**src/rtl/core/rudp_pkg.sv**
```systemverilog
`default_nettype none
// ----------------------------------------------------------------------------
// rudp_pkg
// Shared flag masks, phase and delivery codes, and the request and result
// records passed between the parts of the receiver.
// ----------------------------------------------------------------------------
package rudp_pkg;

    // header flag masks
    localparam logic [6:0] F_SYN   = 7'h01;
    localparam logic [6:0] F_FIN   = 7'h02;
    localparam logic [6:0] F_START = 7'h04;
    localparam logic [6:0] F_END   = 7'h08;
    localparam logic [6:0] F_ACK   = 7'h10;
    localparam logic [6:0] F_EXT   = 7'h20;
    localparam logic [6:0] F_RE    = 7'h40;

    // session phase codes
    localparam logic [2:0] PH_LISTEN  = 3'd0;
    localparam logic [2:0] PH_SYNRCVD = 3'd1;
    localparam logic [2:0] PH_NAME    = 3'd2;
    localparam logic [2:0] PH_RECV    = 3'd3;
    localparam logic [2:0] PH_CLOSING = 3'd4;
    localparam logic [2:0] PH_CLOSED  = 3'd5;

    // payload delivery codes
    localparam logic [1:0] DK_NONE = 2'd0;
    localparam logic [1:0] DK_NAME = 2'd1;
    localparam logic [1:0] DK_DATA = 2'd2;

    // classified header request
    typedef struct packed {
        logic        syn;
        logic        fin;
        logic        start;
        logic        is_end;
        logic        ack_flag;
        logic        ext;
        logic        ack_is_one;
        logic [15:0] seq;
        logic [15:0] seq_inc;
        logic [15:0] ack_inc;
        logic [10:0] len;
    } cmd_t;

    // reply decision
    typedef struct packed {
        logic        reply_valid;
        logic [6:0]  reply_flags;
        logic [15:0] reply_ack;
        logic [1:0]  deliver_kind;
        logic [10:0] deliver_len;
        logic [2:0]  phase;
    } res_t;

endpackage
`default_nettype wire

```
**src/rtl/core/rudp_fifo.sv**
```systemverilog
`default_nettype none
// ----------------------------------------------------------------------------
// rudp_fifo
// Small first-in first-out queue of requests with push/full and pop/empty
// sides; a push and a pop may complete in the same cycle.
// ----------------------------------------------------------------------------
module rudp_fifo #(
    parameter int WIDTH = 8,
    parameter int DEPTH = 2
) (
    input  wire logic             clk,
    input  wire logic             rst_n,
    input  wire logic             push,
    input  wire logic [WIDTH-1:0] wdata,
    output logic                  full,
    input  wire logic             pop,
    output logic [WIDTH-1:0]      rdata,
    output logic                  empty
);

    localparam int AW = (DEPTH > 1) ? $clog2(DEPTH) : 1;
    localparam int CW = $clog2(DEPTH + 1);

    logic [WIDTH-1:0] mem_reg [DEPTH];
    logic [AW-1:0]    wr_ptr_reg;
    logic [AW-1:0]    rd_ptr_reg;
    logic [CW-1:0]    count_reg;
    logic             do_push;
    logic             do_pop;

    // status and handshake
    assign full    = (count_reg == CW'(DEPTH));
    assign empty   = (count_reg == '0);
    assign do_push = push && !full;
    assign do_pop  = pop && !empty;
    assign rdata   = mem_reg[rd_ptr_reg];

    // storage
    always_ff @(posedge clk)
    begin
        if (do_push)
        begin
            mem_reg[wr_ptr_reg] <= wdata;
        end
    end

    // pointers and fill count
    always_ff @(posedge clk or negedge rst_n)
    begin
        if (!rst_n)
        begin
            wr_ptr_reg <= '0;
            rd_ptr_reg <= '0;
            count_reg  <= '0;
        end
        else
        begin
            if (do_push)
            begin
                wr_ptr_reg <= (wr_ptr_reg == AW'(DEPTH - 1)) ? '0 : wr_ptr_reg + AW'(1);
            end
            if (do_pop)
            begin
                rd_ptr_reg <= (rd_ptr_reg == AW'(DEPTH - 1)) ? '0 : rd_ptr_reg + AW'(1);
            end
            if (do_push && !do_pop)
            begin
                count_reg <= count_reg + CW'(1);
            end
            else if (do_pop && !do_push)
            begin
                count_reg <= count_reg - CW'(1);
            end
        end
    end

`ifndef ASSERT_OFF
    // fill count stays within the queue depth
    a_count_bound: assert property (@(posedge clk) disable iff (!rst_n)
        count_reg <= CW'(DEPTH))
        else $error("rudp_fifo: fill count beyond depth");
`endif

endmodule
`default_nettype wire

```
**src/rtl/core/rudp_front.sv**
```systemverilog
`default_nettype none
// ----------------------------------------------------------------------------
// rudp_front
// Accepts received headers, decodes the flag bits and precomputes the
// incremented numbers, and queues the classified request for the back end.
// ----------------------------------------------------------------------------
module rudp_front (
    input  wire logic         clk,
    input  wire logic         rst_n,
    input  wire logic         push,
    output logic              full,
    input  wire logic [6:0]   pkt_flags,
    input  wire logic [15:0]  pkt_seq,
    input  wire logic [15:0]  pkt_ack,
    input  wire logic [10:0]  pkt_len,
    output logic              cmd_valid,
    output rudp_pkg::cmd_t    cmd,
    input  wire logic         cmd_pop
);

    rudp_pkg::cmd_t                  cmd_in;
    logic [$bits(rudp_pkg::cmd_t)-1:0] cmd_raw;
    logic                            cmd_empty;

    // flag decode and number increments
    always_comb
    begin
        cmd_in.syn        = (pkt_flags & rudp_pkg::F_SYN) != '0;
        cmd_in.fin        = (pkt_flags & rudp_pkg::F_FIN) != '0;
        cmd_in.start      = (pkt_flags & rudp_pkg::F_START) != '0;
        cmd_in.is_end     = (pkt_flags & rudp_pkg::F_END) != '0;
        cmd_in.ack_flag   = (pkt_flags & rudp_pkg::F_ACK) != '0;
        cmd_in.ext        = (pkt_flags & rudp_pkg::F_EXT) != '0;
        cmd_in.ack_is_one = (pkt_ack == 16'd1);
        cmd_in.seq        = pkt_seq;
        cmd_in.seq_inc    = pkt_seq + 16'd1;
        cmd_in.ack_inc    = pkt_ack + 16'd1;
        cmd_in.len        = pkt_len;
    end

    // request queue toward the back end
    rudp_fifo #(
        .WIDTH ($bits(rudp_pkg::cmd_t)),
        .DEPTH (2)
    ) u_cmd_q (
        .clk   (clk),
        .rst_n (rst_n),
        .push  (push),
        .wdata (cmd_in),
        .full  (full),
        .pop   (cmd_pop),
        .rdata (cmd_raw),
        .empty (cmd_empty)
    );

    assign cmd_valid = !cmd_empty;
    assign cmd       = rudp_pkg::cmd_t'(cmd_raw);

endmodule
`default_nettype wire

```
**src/rtl/core/rudp_back.sv**
```systemverilog
`default_nettype none
// ----------------------------------------------------------------------------
// rudp_back
// Session engine: takes one classified request per cycle while a result slot is
// free, walks the phase machine, tracks the receive window and produces the reply decision.
// ----------------------------------------------------------------------------
module rudp_back #(
    parameter int WINDOW = 1
) (
    input  wire logic            clk,
    input  wire logic            rst_n,
    input  wire logic            cmd_valid,
    input  wire rudp_pkg::cmd_t  cmd,
    output logic                 cmd_pop,
    input  wire logic            res_full,
    output logic                 res_push,
    output rudp_pkg::res_t       res
);

    localparam int SW = (WINDOW > 1) ? $clog2(WINDOW) : 1;

    typedef enum logic [2:0] {
        ST_LISTEN  = rudp_pkg::PH_LISTEN,
        ST_SYNRCVD = rudp_pkg::PH_SYNRCVD,
        ST_NAME    = rudp_pkg::PH_NAME,
        ST_RECV    = rudp_pkg::PH_RECV,
        ST_CLOSING = rudp_pkg::PH_CLOSING,
        ST_CLOSED  = rudp_pkg::PH_CLOSED
    } phase_t;

    phase_t            phase_reg,    phase_next;
    logic [15:0]       expected_reg, expected_next;
    logic [16:0]       wb_reg,       wb_next;
    logic [SW-1:0]     slot_reg,     slot_next;
    logic [15:0]       prev_ack_reg, prev_ack_next;
    logic [WINDOW-1:0] marks_reg,    marks_next;

    logic              fire;
    logic [16:0]       seq_w;
    logic              in_window;
    logic              re_hit;
    logic [WINDOW-1:0] marks_set;
    logic [WINDOW-1:0] marks_one;
    logic [16:0]       wb_one;
    logic [SW-1:0]     slot_one;

    function automatic logic [SW-1:0] slot_inc(input logic [SW-1:0] s);
        slot_inc = (s == SW'(WINDOW - 1)) ? '0 : s + SW'(1);
    endfunction

    // handshake: one request moves when a result slot is free
    assign fire     = cmd_valid && !res_full;
    assign cmd_pop  = fire;
    assign res_push = fire;

    // window compares
    assign seq_w     = {1'b0, cmd.seq};
    assign in_window = (seq_w >= wb_reg) && (seq_w < wb_reg + 17'(WINDOW));
    assign re_hit    = (seq_w == ({1'b0, expected_reg} + 17'd1));

    // window slide: the slot of the accepted seq, then at most one leftover mark
    always_comb
    begin
        marks_set = marks_reg;
        marks_set[slot_reg] = 1'b1;
        marks_one = marks_set;
        marks_one[slot_reg] = 1'b0;
        wb_one   = wb_reg + 17'd1;
        slot_one = slot_inc(slot_reg);
    end

    // phase machine and reply decision
    always_comb
    begin
        phase_next    = phase_reg;
        expected_next = expected_reg;
        wb_next       = wb_reg;
        slot_next     = slot_reg;
        prev_ack_next = prev_ack_reg;
        marks_next    = marks_reg;
        res           = '0;

        unique case (phase_reg)
            ST_LISTEN:
            begin
                if (cmd.syn)
                begin
                    res.reply_valid = 1'b1;
                    res.reply_flags = rudp_pkg::F_SYN | rudp_pkg::F_ACK | rudp_pkg::F_EXT;
                    res.reply_ack   = cmd.seq_inc;
                    phase_next      = ST_SYNRCVD;
                end
            end
            ST_SYNRCVD:
            begin
                if (cmd.ext && cmd.ack_flag && cmd.ack_is_one)
                begin
                    phase_next = ST_NAME;
                end
            end
            ST_NAME:
            begin
                if (cmd.fin)
                begin
                    res.reply_valid = 1'b1;
                    res.reply_flags = rudp_pkg::F_FIN | rudp_pkg::F_EXT;
                    phase_next      = ST_CLOSING;
                end
                else if (cmd.start)
                begin
                    res.reply_valid  = 1'b1;
                    res.reply_flags  = rudp_pkg::F_ACK | rudp_pkg::F_EXT;
                    res.reply_ack    = cmd.seq;
                    res.deliver_kind = rudp_pkg::DK_NAME;
                    res.deliver_len  = cmd.len;
                    expected_next    = '0;
                    wb_next          = '0;
                    slot_next        = '0;
                    prev_ack_next    = '0;
                    phase_next       = ST_RECV;
                end
            end
            ST_RECV:
            begin
                if (cmd.ext)
                begin
                    if (cmd.is_end)
                    begin
                        res.reply_valid = 1'b1;
                        res.reply_flags = rudp_pkg::F_END | rudp_pkg::F_ACK | rudp_pkg::F_EXT;
                        res.reply_ack   = cmd.ack_inc;
                        wb_next         = '0;
                        slot_next       = '0;
                        phase_next      = ST_NAME;
                    end
                    else if (in_window)
                    begin
                        // only the in-order seq is taken, and it sits at the window base
                        if (cmd.seq == expected_reg)
                        begin
                            res.reply_valid  = 1'b1;
                            res.reply_flags  = rudp_pkg::F_ACK | rudp_pkg::F_EXT;
                            res.reply_ack    = cmd.seq_inc;
                            res.deliver_kind = rudp_pkg::DK_DATA;
                            res.deliver_len  = cmd.len;
                            prev_ack_next    = cmd.seq_inc;
                            expected_next    = expected_reg + 16'd1;
                            if (!wb_one[16] && marks_one[slot_one])
                            begin
                                marks_next = marks_one;
                                marks_next[slot_one] = 1'b0;
                                wb_next    = wb_one + 17'd1;
                                slot_next  = slot_inc(slot_one);
                            end
                            else
                            begin
                                marks_next = marks_one;
                                wb_next    = wb_one;
                                slot_next  = slot_one;
                            end
                        end
                    end
                    else if (re_hit)
                    begin
                        res.reply_valid = 1'b1;
                        res.reply_flags = rudp_pkg::F_ACK | rudp_pkg::F_RE | rudp_pkg::F_EXT;
                        res.reply_ack   = prev_ack_reg - 16'd1;
                    end
                end
            end
            ST_CLOSING:
            begin
                if (cmd.ack_flag)
                begin
                    phase_next = ST_CLOSED;
                end
            end
            ST_CLOSED:
            begin
                phase_next = ST_CLOSED;
            end
            default:
            begin
                phase_next = phase_reg;
            end
        endcase

        res.phase = phase_next;
    end

    // session state
    always_ff @(posedge clk or negedge rst_n)
    begin
        if (!rst_n)
        begin
            phase_reg    <= ST_LISTEN;
            expected_reg <= '0;
            wb_reg       <= '0;
            slot_reg     <= '0;
            prev_ack_reg <= '0;
            marks_reg    <= '0;
        end
        else if (fire)
        begin
            phase_reg    <= phase_next;
            expected_reg <= expected_next;
            wb_reg       <= wb_next;
            slot_reg     <= slot_next;
            prev_ack_reg <= prev_ack_next;
            marks_reg    <= marks_next;
        end
    end

`ifndef ASSERT_OFF
    // a closed session never reopens
    a_closed_sticks: assert property (@(posedge clk) disable iff (!rst_n)
        phase_reg == ST_CLOSED |=> phase_reg == ST_CLOSED)
        else $error("rudp_back: left the closed phase");
`endif

`ifndef ASSERT_OFF
    // window base never runs past the end of the sequence space
    a_base_bound: assert property (@(posedge clk) disable iff (!rst_n)
        wb_reg <= 17'h10000)
        else $error("rudp_back: window base beyond sequence space");
`endif

`ifndef ASSERT_OFF
    // delivered data is acked with the next seq and keeps the session receiving
    a_data_ack: assert property (@(posedge clk) disable iff (!rst_n)
        res_push && res.deliver_kind == rudp_pkg::DK_DATA
        |-> res.reply_ack == cmd.seq_inc && res.phase == rudp_pkg::PH_RECV
            && res.reply_valid)
        else $error("rudp_back: data delivery without matching ack");
`endif

endmodule
`default_nettype wire

```
**src/rtl/core/reliable_udp_receiver_fsm.sv**
```systemverilog
`default_nettype none
// ----------------------------------------------------------------------------
// reliable_udp_receiver_fsm
// Receiver side of a stop-and-wait transfer: one reply decision per header.
// ----------------------------------------------------------------------------
// Push one received header (flags, seq, ack, len) per cycle while full is low;
// for each header exactly one decision appears on the result side, in order:
// whether to send a reply and with which flags and ack, what payload to hand
// on, and the session phase after that header. Headers are taken back to back
// at one per clock while the request queue has room; a decision passes the
// request queue and the session engine, which updates phase, expected seq
// and window base for each header, and can then be popped from the result
// queue. Both sides are two-entry queues, so either side may stall without
// losing a request. After reset the session listens for a SYN.
module reliable_udp_receiver_fsm #(
    parameter int WINDOW = 1
) (
    input  wire logic        clk,
    input  wire logic        rst_n,
    input  wire logic        push,
    output logic             full,
    input  wire logic [6:0]  pkt_flags,
    input  wire logic [15:0] pkt_seq,
    input  wire logic [15:0] pkt_ack,
    input  wire logic [10:0] pkt_len,
    output logic             empty,
    input  wire logic        pop,
    output logic             reply_valid,
    output logic [6:0]       reply_flags,
    output logic [15:0]      reply_ack,
    output logic [1:0]       deliver_kind,
    output logic [10:0]      deliver_len,
    output logic [2:0]       phase
);

    rudp_pkg::cmd_t                    cmd;
    logic                              cmd_valid;
    logic                              cmd_pop;
    rudp_pkg::res_t                    res;
    logic                              res_push;
    logic                              res_full;
    logic [$bits(rudp_pkg::res_t)-1:0] res_raw;
    rudp_pkg::res_t                    res_out;

    // header intake and classification
    rudp_front u_front (
        .clk       (clk),
        .rst_n     (rst_n),
        .push      (push),
        .full      (full),
        .pkt_flags (pkt_flags),
        .pkt_seq   (pkt_seq),
        .pkt_ack   (pkt_ack),
        .pkt_len   (pkt_len),
        .cmd_valid (cmd_valid),
        .cmd       (cmd),
        .cmd_pop   (cmd_pop)
    );

    // session engine
    rudp_back #(
        .WINDOW (WINDOW)
    ) u_back (
        .clk       (clk),
        .rst_n     (rst_n),
        .cmd_valid (cmd_valid),
        .cmd       (cmd),
        .cmd_pop   (cmd_pop),
        .res_full  (res_full),
        .res_push  (res_push),
        .res       (res)
    );

    // result queue
    rudp_fifo #(
        .WIDTH ($bits(rudp_pkg::res_t)),
        .DEPTH (2)
    ) u_res_q (
        .clk   (clk),
        .rst_n (rst_n),
        .push  (res_push),
        .wdata (res),
        .full  (res_full),
        .pop   (pop),
        .rdata (res_raw),
        .empty (empty)
    );

    // result fields
    assign res_out      = rudp_pkg::res_t'(res_raw);
    assign reply_valid  = res_out.reply_valid;
    assign reply_flags  = res_out.reply_flags;
    assign reply_ack    = res_out.reply_ack;
    assign deliver_kind = res_out.deliver_kind;
    assign deliver_len  = res_out.deliver_len;
    assign phase        = res_out.phase;

endmodule
`default_nettype wire
```
**config.mk**
```make
export PLATFORM = sky130hd
export DESIGN_NAME = reliable_udp_receiver_fsm
export DESIGN_NICKNAME = d
export VERILOG_FILES = /design/src/rtl/core/rudp_pkg.sv /design/src/rtl/core/rudp_fifo.sv /design/src/rtl/core/rudp_front.sv /design/src/rtl/core/rudp_back.sv /design/src/rtl/core/reliable_udp_receiver_fsm.sv
export SDC_FILE = /design/constraint.sdc
export NUM_CORES = 1
export LEC_CHECK = 0
export BUFFER_PORTS_ARGS = -buffer_cell sky130_fd_sc_hd__buf_2
export CELL_PAD_IN_SITES_DETAIL_PLACEMENT = 1
export CELL_PAD_IN_SITES_GLOBAL_PLACEMENT = 1
export CORE_MARGIN = 3
export CORE_UTILIZATION = 40
export DETAILED_ROUTE_END_ITERATION = 10
export PLACE_DENSITY_LB_ADDON = 0.1
export RECOVER_POWER = 50
export SYNTH_ARGS = -nofsm -noshare
export SYNTH_HDL_FRONTEND = slang
export SYNTH_SLANG_ARGS = --single-unit
```
**constraint.sdc**
```tcl
create_clock -name clk -period 5.54 [get_ports clk]
set_input_delay 1.108 -clock clk [delete_from_list [all_inputs] [get_ports clk]]
set_output_delay 1.108 -clock clk [all_outputs]
set_load 0.01 [all_outputs]
```
# Yosys cells after proc, flatten, opt, wreduce, memory -nomap -nowiden
# Memory sizes are Yosys's and may differ from the RTL's.
# Index checks and enable logic that the tools add are counted.
[totals]
ff_bits = 62
mem_bits_rw = 212
in_bits = 54
out_inout_bits = 42
wordCells = 161
n_memories = 2
[memory_table]
columns = ["name", "depth", "width", "read_ports", "rd_ports_with_merged_regs", "write_ports", "line_no", "rtl"]
rows = [
  ["u_front.u_cmd_q.mem_reg", 2, 66, 1, 0, 1, "rudp_fifo.sv:24", "logic [WIDTH-1:0] mem_reg [DEPTH];"],
  ["u_res_q.mem_reg", 2, 40, 1, 0, 1, "rudp_fifo.sv:24", ""],
]
[classes]
addsub = 17
n_lt_le_gt_ge = 6
eq_ne = 18
mux = 67
bitwise = 6
reduce_logical = 33
[ops]
columns = ["operator", "n"]
rows = [
  ["2-to-1 mux 16 bit", 10],
  ["2-to-1 mux 17 bit", 7],
  ["2-to-1 mux 37 bit", 3],
  ["2-to-1 mux 24 bit", 4],
  ["case mux 24 bit (3 select lines)", 1],
  ["case mux 16 bit (2 select lines)", 2],
  ["adder 16 x 1 -> 16 bit (second input constant)", 3],
  ["adder 17 x 1 -> 17 bit (second input constant)", 2],
  ["case mux 17 bit (2 select lines)", 1],
  ["2-to-1 mux 29 bit", 1],
  ["2-to-1 mux 13 bit", 2],
  ["case mux 13 bit (2 select lines)", 1],
  ["2-to-1 mux 1 bit", 21],
  ["2-to-1 mux 3 bit", 7],
  ["case mux 3 bit (6 select lines)", 1],
  ["adder 16 x 1 -> 17 bit (second input constant)", 1],
  ["== test 16 x 17 -> 1 bit", 1],
  [">= comparator 16 x 17 -> 1 bit", 1],
  ["< comparator 16 x 17 -> 1 bit", 1],
  ["== test 16 x 1 -> 1 bit (second input constant)", 1],
  ["== test 16 bit", 1],
  ["subtractor 16 x 1 -> 16 bit (second input constant)", 1],
  ["logical AND 1 bit", 15],
  ["zero test 1 bit", 9],
  ["other kinds (24)", 50],
]

# Longest topological paths before layout
[logic_depth]
word_depth = 13
ltp_mapped = 16
ltp_nobuf = 14

# Modules after synthesis
# A second synthesis with hierarchy kept.
[hier_totals]
hier_cells = 1110
hier_area_um2 = 14378.8
[by_module_without_submodules]
columns = ["module", "instances", "cells_each", "area_per_inst_um2", "seq_area_each_um2"]
rows = [
  ["rudp_back", 1, 649, 5315.1, 1301.2],
  ["rudp_fifo at u_front.u_cmd_q", 1, 224, 5072.4, 4063.9],
  ["rudp_fifo at u_res_q", 1, 144, 3286.9, 2502.4],
  ["rudp_front", 1, 93, 704.4, 0.0],
]

# Least setup slack after synthesis
# OpenSTA, ideal clock, no wires.
[synth_timing]
path_type = "input-to-reg"
start = "input push"
end = "memory u_front.u_cmd_q.mem_reg[0][0] (netlist bit) (enable)"
setup_time_ns = 0.490
arrival_ns = 3.955
required_time_ns = 5.050
setup_slack_ns = 1.094
cell_stages = 2
path_buffers = 0
path_cell_list = "nand2_1 > nor2_1"
[synth_via]
elab_chain_len = 3
[synth_lines]
columns = ["element", "line_no", "rtl"]
rows = [
  ["start, declared", "reliable_udp_receiver_fsm.sv:20", "input wire logic push,"],
  ["logical AND 1 bit", "rudp_fifo.sv:34", "assign do_push = push && !full;"],
  ["2-to-1 mux 1 bit", "rudp_fifo.sv:41", "if (do_push)"],
  ["2-to-1 mux 1 bit (not written as such)", "rudp_fifo.sv:43", "mem_reg[wr_ptr_reg] <= wdata;"],
  ["end, declared", "rudp_fifo.sv:24", ""],
]
# Every way passes these cells.

# Final worst setup path
[layout_timing]
start = "register u_back.wb_reg[2]"
end = "register u_back.wb_reg[0]"
[layout_via]
elab_chain_len = 9
elab_cells_between_ends = 14
classes_between = "add/sub: 1; order compare: 2; eq/ne: 1; mux: 6; reduce/logical: 4"
[layout_lines]
columns = ["element", "line_no", "rtl"]
rows = [
  ["start, declared", "rudp_back.sv:33", "logic [16:0] wb_reg, wb_next;"],
  ["start signal, assigned", "rudp_back.sv:207", "wb_reg <= wb_next;"],
  ["parallel branches: the longest is 9 deep, another holds adder 17 x 1 -> 17 bit", "--", ""],
]
# Parallel ways; which one is timed is not known. The select of a mux whose other input is x is not followed.
# A chain may end at the register's enable or synchronous reset.

==> results.toml <==
[sta]
drv_slew = 248
setup_viol = 0
worst_pin_slew_ns = 4.073
final_hold_viol_count = 0
slew-limit-headroom_pct = -171.5
min_period_ns = 5.110
finalCritPeriodShare_pct = 92.24
fmax_mhz = 195.7
rsz0062_at_grt = "no"
tns_ns = 0
finClkSkew_ns = 0.01164

[drt]
drtIter0Drc = 510
via_count = 9108
drc = 0
antenna_left = 0
wl_per_cell_um = 22.93
wl_um = 37420
first_pass_iters = 5
drt-vias-per-instance = 5.581

[synth]
syn_area_um2 = 13320
synth_fp_nets = 1162
synth_seq_area_share_pct = 58.17
synth_mux_area_share_pct = 7.488
synth-seq-cells = 268
synth-xor-area-share_pct = 6.172
synth-async-reset-ratio_pct = 22.39
synth_compound_area_share_pct = 10.49
synth_top_area_cell = "edfxtp_1"
netlist_instances = 1068
postSynthAreaPerCell_um2 = 12.47
synth-edff-count = 208
synthTopCellsByArea = "edfxtp_1, dfrtp_1, mux2_2, xnor2_1, ha_1"
yosysUniqueCellTypes = 72
yosys.area_share.simple_pct = 10.79
synth.top_cell.area_share_pct = 46.90
synthAdderAreaFrac_pct = 3.758
synth_top_family_by_area = "simple AND/OR/NAND/NOR gates"
synth-main-ff-cell = "edfxtp_1"
ys_warn_count = 0

[critical_path]
crit_buf_inv = 1
crit_type = "flip-flop to flip-flop"
cp_cell_sequence = "and4_1 -> nand4_1 -> nor2_1 -> nand3_1 -> xnor2_1 -> ha_1 -> a2111oi_0 -> o21ai_0 -> nor4_1 -> a211oi_1 -> a31oi_1 -> and2_1 -> buf_4 -> o311ai_4 -> mux2_2"
max_stage_delay_ns = 0.58
cp-start-kind = "flip-flop"
cp.required_ns = 6.00
arrival_ns = 5.57
endpoint_kind = "flip-flop"
path_delay_family = "simple AND/OR/NAND/NOR gates"
cp_slowest_cell = "and2_1"
path_max_fanout = 16

[cts]
worstSkewPairLatency_ns = 0.58
hold_buffers = 0
clk_path_buf_depth = 3
cts_tree = "built"
cts_resized = 0
cts-root-buf = "clkbuf_16"
postCtsSetupRepairBufs = 0
path_clk_slew_ns = 0.06
cts_buffers = 31
clock-sinks = 268
htreeDepth = 1

[power_and_ir_drop]
power.ir.vdd_worst_mv = 0.3063
p_comb_share_pct = 39.3
p_sw_mw = 3.413
swShare_pct = 38.17
internal_power_mw = 5.529
p_per_area_nw_per_um2 = 584.2
pwr-share-clk_pct = 23.7
sequentialPowerShare_pct = 37.0
leakagePower_nw = 5.615

[global_route]
grt_max_degree = 67
grt_overflow = 0
grt_use_total_pct = 20.80
grt_pass1_vias = 9459
grt_pass1_wl_um = 57420
antenna_found_initial = 0

[floorplan]
rows = 66
io_pins = 96
die_h_um = 188.5
die-area_um2 = 35520
dieWidth_um = 188.5
core_area_um2 = 32700
initial_core_util_pct = 40.73

[finish]
final_common_cell = "edfxtp_1"
regArea_um2 = 7751
nets = 1259
fin_cells = 1632
drive_gt1_share_pct = 18.24
fillers = 3471
num_antenna_cells = 0
multi_input_area_um2 = 5187
fin_util_pct = 46.81
syn2layout_area_growth_pct = 14.94
layout_common_cells = "edfxtp_1, nand2_1, buf_2"
largest_reg_flops = 132

[run_status]
violations = "capacitance limit, slew limit"
status = "complete, but fails checks"

[min_path]
hp-class = "flip-flop to flip-flop"

[placement]
dp.cells = 1574
gp_congestion = 0.8426
port_buffers = 93
dpl.hpwl_um = 25450

[run]
cap_violations = 5
-- power by group through the flow --
stage          Combinational [mW]  Clock, mW  Sequential (mW)
3_5_place_dp                 3.55          0             3.32
5_1_grt                      3.86       2.25             3.38
2_1_floorplan                2.41          0             3.15
4_1_cts                      3.58       2.16             3.29
3_3_place_gp                 3.52          0             3.28
6_report                     3.52       2.12             3.31
-- synth_stat cells (4+ instances only) --
cell	count
and4_1	8
and3_1	15
nand3_1	42
or4_1	4
xor2_1	28
a22oi_1	14
nor2b_1	4
or3_1	4
buf_1	4
xnor2_1	64
nor3_1	18
dfrtp_1	60
mux2i_1	22
buf_2	10
nand2b_1	7
edfxtp_1	208
a221oi_1	20
ha_1	40
and2_1	10
nor4_1	11
o31ai_1	21
a221o_1	8
inv_1	41
nor2_1	59
mux2_2	65
o21ai_0	53
a31oi_1	9
clkbuf_1	35
nand2_1	75
o2bb2ai_1	13
nand4_1	15
a21oi_1	20
-- final timing paths --
check	slack [ns]	start	cells after the start	end
max	0.43	u_back.wb_reg[2]	15	u_back.wb_reg[0]
min	0.51	u_front.u_cmd_q.count_reg[1]	1	u_front.u_cmd_q.count_reg[1]
max reg2reg	0.43	u_back.wb_reg[2]	15	u_back.wb_reg[0]
min reg2reg	0.51	u_front.u_cmd_q.count_reg[1]	1	u_front.u_cmd_q.count_reg[1]
max in group asynchronous	1.01	rst_n	2	u_front.u_cmd_q.rd_ptr_reg
min in group asynchronous	1.90	rst_n	2	u_back.wb_reg[8]
-- cell type report --
class / instances / share of cell area (%)
Tap cell: 442 / 3.613
Timing Repair Buffer: 118 / 3.932
Multi-Input combinational cell: 704 / 33.89
Sequential cell: 268 / 50.64
Inverter: 42 / 1.030
Clock buffer: 35 / 5.166
Clock inverter: 23 / 1.733
-- layer usage --
| metal | wire, um | track usage, % |
|---|---|---|
| met4 | 1371 | 6.961 |
| met3 | 1225 | 2.363 |
| met1 | 16670 | 28.22 |
| met2 | 18160 | 34.97 |
| met5 | 0 | 0 |
-- per-stage QoR --
stage	power, mW	setup WS (ns)	hold WS [ns]	cell area, um2
CTS	9.028	0.3853	0.5156	15360
detailed placement	6.872	0.4581	0.5000	14310
global placement	6.801	0.4776	0.4832	14310
finish	8.942	0.4300	0.5112	15310
floorplan	5.559	1.094	0.4603	13320
global route	9.496	0.03892	0.5381	15310
-- cells by family after synthesis --
family	Yosys count
flops	268
other cells	1
simple gates	285
xor+xnor	93
buf+inv	96
fa+ha+maj	40
compound gates	196
mux	89
(Power assumes the default switching activity.)
